--- src/rtl/core/lruchc_pkg.sv ---
package lruchc_pkg;

   localparam int KEY_W           = 64;
   localparam int HIT_W           = 32;
   localparam int CAP_W           = 5;
   localparam int ENTRIES_DEFAULT = 16;

   localparam logic [CAP_W-1:0] CAP_RESET = CAP_W'(16);

   // Commands from the controller to the datapath.
   typedef struct packed {
      logic load;
      logic scan;
      logic update;
   } dp_cmd_type;

   // Status from the datapath to the controller.
   typedef struct packed {
      logic scan_done;
   } dp_status_type;

endpackage

--- src/rtl/core/lruchc_ctrl.sv ---
module lruchc_ctrl (
   input  logic                      clock,
   input  logic                      reset,
   input  logic                      start,
   output logic                      busy,
   output lruchc_pkg::dp_cmd_type    cmd,
   input  lruchc_pkg::dp_status_type status
);
   import lruchc_pkg::*;

   typedef enum logic [2:0] {
      ST_IDLE   = 3'b001,
      ST_SCAN   = 3'b010,
      ST_UPDATE = 3'b100
   } state_type;

   state_type state_ff;
   state_type state_in;

   always_comb begin
      state_in = state_ff;
      unique case (state_ff)
         ST_IDLE: begin
            if (start) begin
               state_in = ST_SCAN;
            end
         end
         ST_SCAN: begin
            if (status.scan_done) begin
               state_in = ST_UPDATE;
            end
         end
         ST_UPDATE: begin
            state_in = ST_IDLE;
         end
         default: begin
            state_in = ST_IDLE;
         end
      endcase
   end

   always_ff @(posedge clock) begin
      if (reset) begin
         state_ff <= ST_IDLE;
      end else begin
         state_ff <= state_in;
      end
   end

   assign busy       = (state_ff != ST_IDLE);
   assign cmd.load   = (state_ff == ST_IDLE) && start;
   assign cmd.scan   = (state_ff == ST_SCAN);
   assign cmd.update = (state_ff == ST_UPDATE);

endmodule

--- src/rtl/core/lruchc_dpath.sv ---
module lruchc_dpath #(
   parameter int ENTRIES = lruchc_pkg::ENTRIES_DEFAULT
) (
   input  logic                               clock,
   input  logic                               reset,
   input  logic signed [lruchc_pkg::KEY_W-1:0] req_key,
   input  logic                               csr_we,
   input  logic [lruchc_pkg::CAP_W-1:0]       csr_wdata,
   input  lruchc_pkg::dp_cmd_type             cmd,
   output lruchc_pkg::dp_status_type          status,
   output logic                               rsp_valid,
   output logic                               rsp_hit,
   output logic [lruchc_pkg::HIT_W-1:0]       rsp_hits_so_far
);
   import lruchc_pkg::*;

   localparam int IDX_W  = (ENTRIES > 1) ? $clog2(ENTRIES) : 1;
   localparam int CNT_W  = $clog2(ENTRIES + 1);
   localparam int RANK_W = IDX_W;
   localparam int EW     = (CNT_W > CAP_W) ? CNT_W : CAP_W;

   // Key store: written in the update cycle, read one entry per scan cycle.
   logic [KEY_W-1:0] key_mem [ENTRIES];

   logic [RANK_W-1:0] rank_ff [ENTRIES];
   logic [RANK_W-1:0] rank_in [ENTRIES];

   logic [CAP_W-1:0]  capacity_ff;
   logic [CNT_W-1:0]  fill_ff;
   logic [HIT_W-1:0]  hit_total_ff;
   logic [KEY_W-1:0]  key_ff;
   logic [KEY_W-1:0]  rd_key_ff;
   logic [CNT_W-1:0]  scan_idx_ff;
   logic [CNT_W-1:0]  cmp_idx_ff;
   logic              cmp_vld_ff;
   logic              found_ff;
   logic [IDX_W-1:0]  slot_ff;
   logic [RANK_W-1:0] hit_rank_ff;
   logic [RANK_W-1:0] oldest_ff;
   logic [IDX_W-1:0]  oldest_slot_ff;
   logic              rsp_valid_ff;
   logic              rsp_hit_ff;

   logic [EW-1:0]     cap_eff;
   logic [EW-1:0]     cap_ext;
   logic [EW-1:0]     fill_ext;
   logic              cap_nz;
   logic              do_fill;
   logic              do_write;
   logic [IDX_W-1:0]  wr_slot;
   logic [RANK_W-1:0] age_limit;
   logic [RANK_W-1:0] cmp_rank;
   logic              key_match;
   logic              cmp_last;

   assign cap_ext  = EW'(capacity_ff);
   assign cap_eff  = (cap_ext > EW'(ENTRIES)) ? EW'(ENTRIES) : cap_ext;
   assign fill_ext = EW'(fill_ff);
   assign cap_nz   = (cap_eff != '0);

   assign cmp_rank  = rank_ff[cmp_idx_ff[IDX_W-1:0]];
   assign key_match = (rd_key_ff == key_ff);
   assign cmp_last  = ((cmp_idx_ff + CNT_W'(1)) == fill_ff);

   assign status.scan_done = (fill_ff == '0) || (cmp_vld_ff && (key_match || cmp_last));

   // A miss below capacity takes the next free slot and ages every filled entry.
   assign do_fill   = !found_ff && cap_nz && (fill_ext < cap_eff);
   assign do_write  = cmd.update && (found_ff || cap_nz);
   assign age_limit = found_ff ? hit_rank_ff : oldest_ff;

   always_comb begin
      if (found_ff) begin
         wr_slot = slot_ff;
      end else if (do_fill) begin
         wr_slot = fill_ff[IDX_W-1:0];
      end else begin
         wr_slot = oldest_slot_ff;
      end
   end

   always_comb begin
      for (int i = 0; i < ENTRIES; i++) begin
         rank_in[i] = rank_ff[i];
         if ((CNT_W'(i) < fill_ff) && (do_fill || (rank_ff[i] < age_limit))) begin
            rank_in[i] = rank_ff[i] + RANK_W'(1);
         end
         if (IDX_W'(i) == wr_slot) begin
            rank_in[i] = '0;
         end
      end
   end

   always_ff @(posedge clock) begin
      if (do_write && !found_ff) begin
         key_mem[wr_slot] <= key_ff;
      end
      rd_key_ff <= key_mem[scan_idx_ff[IDX_W-1:0]];
   end

   always_ff @(posedge clock) begin
      if (reset) begin
         capacity_ff  <= CAP_RESET;
         fill_ff      <= '0;
         hit_total_ff <= '0;
         rsp_valid_ff <= 1'b0;
         for (int i = 0; i < ENTRIES; i++) begin
            rank_ff[i] <= '0;
         end
      end else begin
         rsp_valid_ff <= cmd.update;
         if (csr_we) begin
            capacity_ff <= csr_wdata;
            fill_ff     <= '0;
            for (int i = 0; i < ENTRIES; i++) begin
               rank_ff[i] <= '0;
            end
         end else if (do_write) begin
            for (int i = 0; i < ENTRIES; i++) begin
               rank_ff[i] <= rank_in[i];
            end
            if (do_fill) begin
               fill_ff <= fill_ff + CNT_W'(1);
            end
            if (found_ff && !(&hit_total_ff)) begin
               hit_total_ff <= hit_total_ff + HIT_W'(1);
            end
         end
      end
   end

   always_ff @(posedge clock) begin
      if (reset) begin
         cmp_vld_ff <= 1'b0;
      end else if (cmd.load) begin
         cmp_vld_ff <= 1'b0;
      end else begin
         cmp_vld_ff <= cmd.scan && (scan_idx_ff < fill_ff);
      end
   end

   // Scan: the key memory is read into a register in the cycle before the compare.
   always_ff @(posedge clock) begin
      if (cmd.load) begin
         key_ff         <= req_key;
         scan_idx_ff    <= '0;
         cmp_idx_ff     <= '0;
         found_ff       <= 1'b0;
         slot_ff        <= '0;
         hit_rank_ff    <= '0;
         oldest_ff      <= '0;
         oldest_slot_ff <= '0;
      end else if (cmd.scan) begin
         if (scan_idx_ff < fill_ff) begin
            scan_idx_ff <= scan_idx_ff + CNT_W'(1);
         end
         cmp_idx_ff <= scan_idx_ff;
         if (cmp_vld_ff) begin
            if (key_match) begin
               found_ff    <= 1'b1;
               slot_ff     <= cmp_idx_ff[IDX_W-1:0];
               hit_rank_ff <= cmp_rank;
            end else if ((cmp_idx_ff == '0) || (cmp_rank > oldest_ff)) begin
               oldest_ff      <= cmp_rank;
               oldest_slot_ff <= cmp_idx_ff[IDX_W-1:0];
            end
         end
      end
   end

   always_ff @(posedge clock) begin
      if (cmd.update) begin
         rsp_hit_ff <= found_ff;
      end
   end

   assign rsp_valid       = rsp_valid_ff;
   assign rsp_hit         = rsp_hit_ff;
   assign rsp_hits_so_far = hit_total_ff;

endmodule

--- src/rtl/core/lru_cache_hit_counter.sv ---
// Fully associative LRU cache of 64-bit keys that counts hits. A key is taken when start is
// high and busy is low; one result word follows, shown on the rsp_ ports for exactly one
// cycle while rsp_valid is high, and the receiver cannot stall it. On a miss an access scans all
// fill occupied entries before the result strobe (fill is the number of occupied entries, at most
// ENTRIES), and on a hit in entry j it stops after entry j, because the key memory is
// searched one entry per cycle through its single read port, followed by the update state.
// A new key can be accepted in the cycle that the previous result is strobed. Writing the
// capacity register empties the cache but keeps the hit total; write it only while busy is
// low.
module lru_cache_hit_counter #(
   parameter int ENTRIES = lruchc_pkg::ENTRIES_DEFAULT
) (
   input  logic                               clock,
   input  logic                               reset,
   input  logic                               start,
   output logic                               busy,
   input  logic signed [lruchc_pkg::KEY_W-1:0] req_key,
   input  logic                               csr_we,
   input  logic [lruchc_pkg::CAP_W-1:0]       csr_wdata,
   output logic                               rsp_valid,
   output logic                               rsp_hit,
   output logic [lruchc_pkg::HIT_W-1:0]       rsp_hits_so_far
);
   import lruchc_pkg::*;

   dp_cmd_type    cmd;
   dp_status_type status;

   lruchc_ctrl u_ctrl (
      .clock  (clock),
      .reset  (reset),
      .start  (start),
      .busy   (busy),
      .cmd    (cmd),
      .status (status)
   );

   lruchc_dpath #(
      .ENTRIES (ENTRIES)
   ) u_dpath (
      .clock           (clock),
      .reset           (reset),
      .req_key         (req_key),
      .csr_we          (csr_we),
      .csr_wdata       (csr_wdata),
      .cmd             (cmd),
      .status          (status),
      .rsp_valid       (rsp_valid),
      .rsp_hit         (rsp_hit),
      .rsp_hits_so_far (rsp_hits_so_far)
   );

endmodule

--- config.mk ---
export PLATFORM = sky130hd
export DESIGN_NAME = lru_cache_hit_counter
export DESIGN_NICKNAME = d
export VERILOG_FILES = /design/src/rtl/core/lruchc_pkg.sv /design/src/rtl/core/lruchc_ctrl.sv /design/src/rtl/core/lruchc_dpath.sv /design/src/rtl/core/lru_cache_hit_counter.sv
export SDC_FILE = /design/constraint.sdc
export NUM_CORES = 1
export LEC_CHECK = 0
export BUFFER_PORTS_ARGS = -buffer_cell sky130_fd_sc_hd__buf_2
export CAP_MARGIN = 20
export CORE_AREA = 5 5 419 421
export DETAILED_ROUTE_END_ITERATION = 16
export DIE_AREA = 0 0 424 426
export MAX_ROUTING_LAYER = met4
export SETUP_SLACK_MARGIN = 0.3
export SLEW_MARGIN = 25
export SYNTH_ARGS = -nofsm -noshare
export SYNTH_HDL_FRONTEND = slang
export SYNTH_HIERARCHICAL = 1
export SYNTH_SLANG_ARGS = --single-unit
--- constraint.sdc ---
create_clock -name clock -period 6.1 [get_ports clock]
set_input_delay 0.61 -clock clock [delete_from_list [all_inputs] [get_ports clock]]
set_output_delay 0.61 -clock clock [all_outputs]
set_load 0.02 [all_outputs]
==> reports/results.ini, run 1 <==
[logic_synthesis]
syn_area_per_cell_sq_um=20.1
synth_area_sq_um=51000
seq_area_frac_synth_pct=73.4
ys_top_cells_by_count=1149 x edfxtp_1, 340 x mux4_2, 146 x dfxtp_1
synth_nets=2693
postSynthRegisterBits=1295
async_flop_share_pct=0
ys_types=70
synth_edf_count=1149
synth_area_leaders=edfxtp_1 68%, mux4_2 15%, dfxtp_1 5.7%, ha_1 2.0%, xnor2_1 1.6%
yosysMostFrequentCell=edfxtp_1
synth-main-ff-cell=edfxtp_1
synth.top_cell.area_share_pct=67.6
yosys.area.top_type=edfxtp_1
synth_cells=2538
ys.warnings.count=6

[worst_setup_path]
cp.required_ns=6.51
crit_fanout=22
crit_start=u_dpath/fill_ext[2]
crit_chain=ha_1 -> a21oi_1 -> o221ai_2 -> or3_4 -> o211ai_2 -> nand3_1 -> nor2_4 -> buf_4
critPathLaunchType=register
crit_type=register to register
r2r_slack_ns=1.85
path_buf_inv=1
end_kind=register
cpPeakStageDelay_ns=0.84
cp.arrival_ns=4.67
cpMaxStageDelayCell=nor2_4
reg2reg_from=u_dpath/fill_ext[2]
r2r_cells=8
path_delay_family=simple AND/OR/NAND/NOR gates
r2r-end=u_dpath/key_mem[15][5]

[outcome]
outcome=finished clean

[floorplan]
fp.dieW_um=424
ios=108
dieHeight_um=426
rows=152
initial_core_util_pct=29.8
die_area_sq_um=181000
core_region_area_sq_um=171000

[timing]
rsz0062_at_grt=false
max_slew_margin_pct=34.3
period_minus_slack_ns=4.25
post-route-period-util_pct=69.7
max_freq_mhz=235
hold_violations=0
setup_violations=0
worstMarginPinSlew_ns=0.977
skew_ns=0.0247
fin_tns_setup_ns=0
slew_violations=0

[placement]
place_congestion=0.792
portBuffers=107
dp_hpwl_um=67900
place_area_sq_um=54700

[finish]
drive_gt1_share_pct=25.8
final_util_pct=34.6
fillerInstances=15839
nNetsFinal=2919
area_growth_pct=16.1
fin_area_sq_um=59200

[clocking]
clk_path_buf_depth=3
cts_tree=yes
clk_latency_ns=0.76
numCtsBuffers=130
clockRootBuffer=clkbuf_16
clock_sinks=1295
clk_pin_slew_ns=0.06
htree_levels=4

[global_route]
grt_max_degree=132
grt_pass1_vias=25216
antenna_found_initial=3
track_usage_pct=13.0
grt_pass1_wl_um=171000
grt_overflow=0

[route]
vias=24539
drtIter0Drc=2336
dr.pass1.iters=5
drc_errors=0
wl_per_cell_um=22.3
ant_nets=0
totalWireLength_um=114000
routed_via_density=4.80

[worst_hold_path]
min_to=u_dpath/key_ff[28]
holdPathStages=1
hold_class=primary input to register
hp-start=req_key[28]

[power_and_ir_drop]
power.density_nw_per_um2=302
ir_worst_vdd_uv=264
leakage_nw=18.4

[flow_run]
drv_cap=0

logic make-up after synthesis:
kind of cell | synth area share [%]
DFF | 73.4
and+or+nand+nor | 3.57
AOI/OAI and AO/OA | 2.12
buffers and inverters | 1.10
muxes | 15.5
adders and majority gates | 2.01
xor gates and xnor gates | 2.33
final cells by class:
type                            count  area [sq um]  share of cell area (%)
Sequential cell                  1295         37400                    63.2
Clock buffer                      190          3670                    6.20
Antenna cell                        3          7.51                  0.0127
Multi-Input combinational cell   1098         13200                    22.2
Timing Repair Buffer              206          1550                    2.62
Inverter                           33           124                   0.209
Clock inverter                     50           490                   0.828
Tap cell                         2233          2790                    4.72
through the flow:
step / cells / power, mW / setup WS [ns] / hold WS, ns
final: 5108 / 17.9 / 1.85 / 0.0528
after global routing: 5107 / 18.5 / 1.59 / 0.0253
after CTS: 5102 / 18.1 / 1.70 / 0.000862
after detailed placement: 4832 / 10.3 / 1.74 / 0.474
after global placement: 4832 / 10.3 / 1.76 / 0.467
after floorplan: 2538 / 10.1 / 0.838 / 0.403
where the power goes:
group          switching (mW)  internal, mW
clock                    3.38          4.36
combinational           0.176         0.110
sequential              0.129          9.73
total                    3.69          14.2
timing repair:
item	in CTS	in global routing
endpoints found under the hold margin	30	0
gates resized for setup	0	0
hold buffers	30	0
setup buffers	0	0
state kept, by name, indices dropped and copies added (netlist names), named ones only:
name                     cells
u_dpath/key_mem           1024
u_dpath/key_ff              64
u_dpath/rank_ff             64
u_dpath/rd_key_ff           64
u_dpath/rsp_hits_so_far     32
u_dpath/cap_ext              5
u_dpath/cmp_idx_ff           5
u_dpath/fill_ext             5
u_dpath/scan_idx_ff          5
u_dpath/hit_rank_ff          4
u_dpath/oldest_ff            4
u_dpath/oldest_slot_ff       4
u_dpath/slot_ff              4
u_ctrl/state_ff              3
u_dpath/cmp_vld_ff           1
u_dpath/found_ff             1
u_dpath/rsp_hit              1
u_dpath/rsp_valid            1
worst max path at each step:
| stage | end | slack (ns) | cells past startpoint |
|---|---|---|---|
| detailed placement | u_dpath/key_mem[10][29] | 1.74 | 9 |
| global placement | u_dpath/key_mem[10][23] | 1.76 | 9 |
| CTS | u_dpath/key_mem[10][21] | 1.70 | 9 |
| finish | u_dpath/key_mem[15][5] | 1.85 | 8 |
| global route | u_dpath/key_mem[15][5] | 1.59 | 8 |
| floorplan | u_dpath/key_mem[10][0] | 0.84 | 11 |
routing by layer:
metal,vias up,part of all wire (%),GRT usage [%]
met5,-,0,-
met4,0,1.9,3.39
met3,145,4.5,2.24
met2,555,50,20.9
met1,13024,44,17.1
li1,10815,-,-
cell usage in the layout (no fill, tap or decap), types with 30 or more instances in the layout:
cell type	synthesis	layout
edfxtp_1	1149	1149
dfxtp_1	146	141
xor2_1	41	41
mux4_2	340	340
a21oi_1	35	35
clkbuf_1	73	42
o21a_1	39	39
buf_2	8	107
dlygate4sd3_1	0	30
buf_4	0	53
inv_1	32	32
nand2_1	37	37
nand3_1	39	39
o21ai_0	32	32
nand4_1	38	38
xnor2_1	95	95
clkbuf_16	0	131
nor2_1	134	117
ha_1	82	82
Power figures use the tool's default switching activity.
==> inputs of run 2 (changes only) <==
==> constraint.sdc (replaced) <==
create_clock -name clock -period 4.3 [get_ports clock]
set_input_delay 0.43 -clock clock [delete_from_list [all_inputs] [get_ports clock]]
set_output_delay 0.43 -clock clock [all_outputs]
set_load 0.02 [all_outputs]
==> run 2 against run 1 <==
- hold slack worse by 0.0021 ns
- cell count up 1.8%
- setup slack worse by 1.3 ns
- sequential share of layout area down 1.5 points
- cell area up 2.4%
- first-iteration DRC count up 1.9%
- die area unchanged
- critical endpoint is now u_dpath/key_mem[3][17]
- largest cell class unchanged
==> reports/results.ini, run 2 (same netlist as run 1, synthesis figures left out) <==
[power_and_ir_drop]
power.density_nw_per_um2=436  ; +45%
ir_worst_vdd_uv=298  ; +13%
leakage_nw=19.0  ; +3.7%

[finish]
final_util_pct=35.5  ; +0.83 points
area_growth_pct=18.9
final_common_cell=edfxtp_1
largest_register_ffs=1024  ; unchanged
layout_common_cells=1149 x edfxtp_1, 340 x mux4_2, 142 x dfxtp_1, 141 x clkbuf_16, 118 x nor2_1
regMostFlops=u_dpath/key_mem
nNetsFinal=3006  ; +3.0%
drive_gt1_share_pct=27.1  ; +1.3 points

[clocking]
clockRootBuffer=clkbuf_16
cts_tree=yes
htree_levels=4  ; unchanged
clk_latency_ns=0.77  ; about the same
clk_path_buf_depth=3  ; unchanged
clock_sinks=1295  ; unchanged
clk_pin_slew_ns=0.06  ; about the same
numCtsBuffers=139  ; +6.9%

[route]
routed_via_density=4.83  ; +0.57%
ant_nets=0  ; unchanged
drc_errors=0  ; unchanged
vias=25134  ; +2.4%
drtIter0Drc=2380  ; +1.9%
totalWireLength_um=117000  ; +2.5%
dr.pass1.iters=6  ; +1
wl_per_cell_um=22.4  ; +0.61%

[floorplan]
initial_core_util_pct=29.8  ; unchanged
die_area_sq_um=181000  ; unchanged
rows=152  ; unchanged
dieHeight_um=426  ; unchanged
core_region_area_sq_um=171000  ; unchanged
fp.dieW_um=424  ; unchanged
ios=108  ; unchanged

[worst_hold_path]
hold_class=primary input to register

[timing]
max_slew_margin_pct=36.9  ; +2.6 points
fin_tns_setup_ns=0  ; unchanged
slew_violations=0  ; unchanged
hold_violations=0  ; unchanged
period_minus_slack_ns=3.76  ; -0.496 ns
worstMarginPinSlew_ns=0.945  ; -0.0321 ns
rsz0062_at_grt=false
setup_violations=0  ; unchanged
post-route-period-util_pct=87.4  ; +18 points
skew_ns=0.0531  ; +0.0285 ns
max_freq_mhz=266  ; +13%

[worst_setup_path]
critPathLaunchType=register
crit_fanout=55  ; +150%
end_kind=register
cp.required_ns=4.69  ; -1.82 ns
crit_type=register to register
cp.arrival_ns=4.15  ; -0.52 ns

[outcome]
outcome=finished clean

[placement]
place_congestion=0.814  ; +2.7%
portBuffers=107  ; unchanged
dp_hpwl_um=69300  ; +2.0%

[global_route]
grt_max_degree=94  ; -29%
antenna_found_initial=4  ; +1
track_usage_pct=13.2  ; +0.24 points
grt_pass1_vias=25670  ; +1.8%
grt_pass1_wl_um=174000  ; +1.9%
grt_overflow=0  ; unchanged

[flow_run]
drv_cap=0  ; unchanged

[run 2: power breakdown]
group	internal, mW	switching (mW)	total, mW
clock network	6.94	5.08	12.0
registers	13.8	0.179	14.0
logic	0.185	0.277	0.462
[run 2: metal layers]
metal | wire, um | share of wire (%) | GRT usage, %
met4 | 2470 | 2.1 | 3.31
met3 | 6030 | 5.2 | 2.57
met5 | 0 | 0 | -
met1 | 50800 | 44 | 17.2
met2 | 57300 | 49 | 21.4
[run 2: critical path, cell delays in order, from the launching register on]
cell,delay (ns)
dfxtp_1,0.33
inv_1,0.14
nand2_1,0.08
ha_1,0.30
a21oi_1,0.20
o221ai_2,0.22
or3_4,0.49
o211ai_2,0.43
nand3_1,0.44
nor2_4,0.30
buf_12,0.40
[run 2: final cells by class]
type	count	area (sq um)
Antenna cell	1	2.50
Clock buffer	170	3680
Clock inverter	88	1020
Fill cell	15676	110000
Inverter	33	124
Multi-Input combinational cell	1098	13200
Sequential cell	1295	37400
Tap cell	2233	2790
Timing Repair Buffer	284	2440
[run 2: stage by stage]
| step | instance area (sq um) | setup WS [ns] | power, mW | hold slack [ns] | cells |
|---|---|---|---|---|---|
| floorplan | 51100 | 0.0676 | 14.4 | 0.403 | 2538 |
| detailed placement | 55200 | 0.481 | 14.7 | 0.470 | 4872 |
| global route | 60600 | 0.357 | 27.4 | 0.0464 | 5201 |
| finish | 60600 | 0.542 | 26.5 | 0.0508 | 5202 |
| CTS | 60600 | 0.456 | 26.8 | 0.00613 | 5199 |
| global placement | 55200 | 0.534 | 14.7 | 0.467 | 4872 |
[run 2: worst paths after layout]
path / slack [ns] / start / to / cells past startpoint
min: 0.05 / csr_we / u_dpath/rank_ff[0][0] / 2
min reg2reg: 0.48 / u_dpath/slot_ff[0] / u_dpath/slot_ff[0] / 2
max reg2reg: 0.54 / u_dpath/cap_ext[4] / u_dpath/key_mem[3][17] / 10
max: 0.54 / u_dpath/cap_ext[4] / u_dpath/key_mem[3][17] / 10
[run 2: what timing repair did]
item | CTS | global route
gates resized for setup | 0 | 0
setup buffers | 0 | 2
setup endpoints to repair | 0 | 56
endpoints found under the hold margin | 69 | 0
hold buffers | 69 | 0
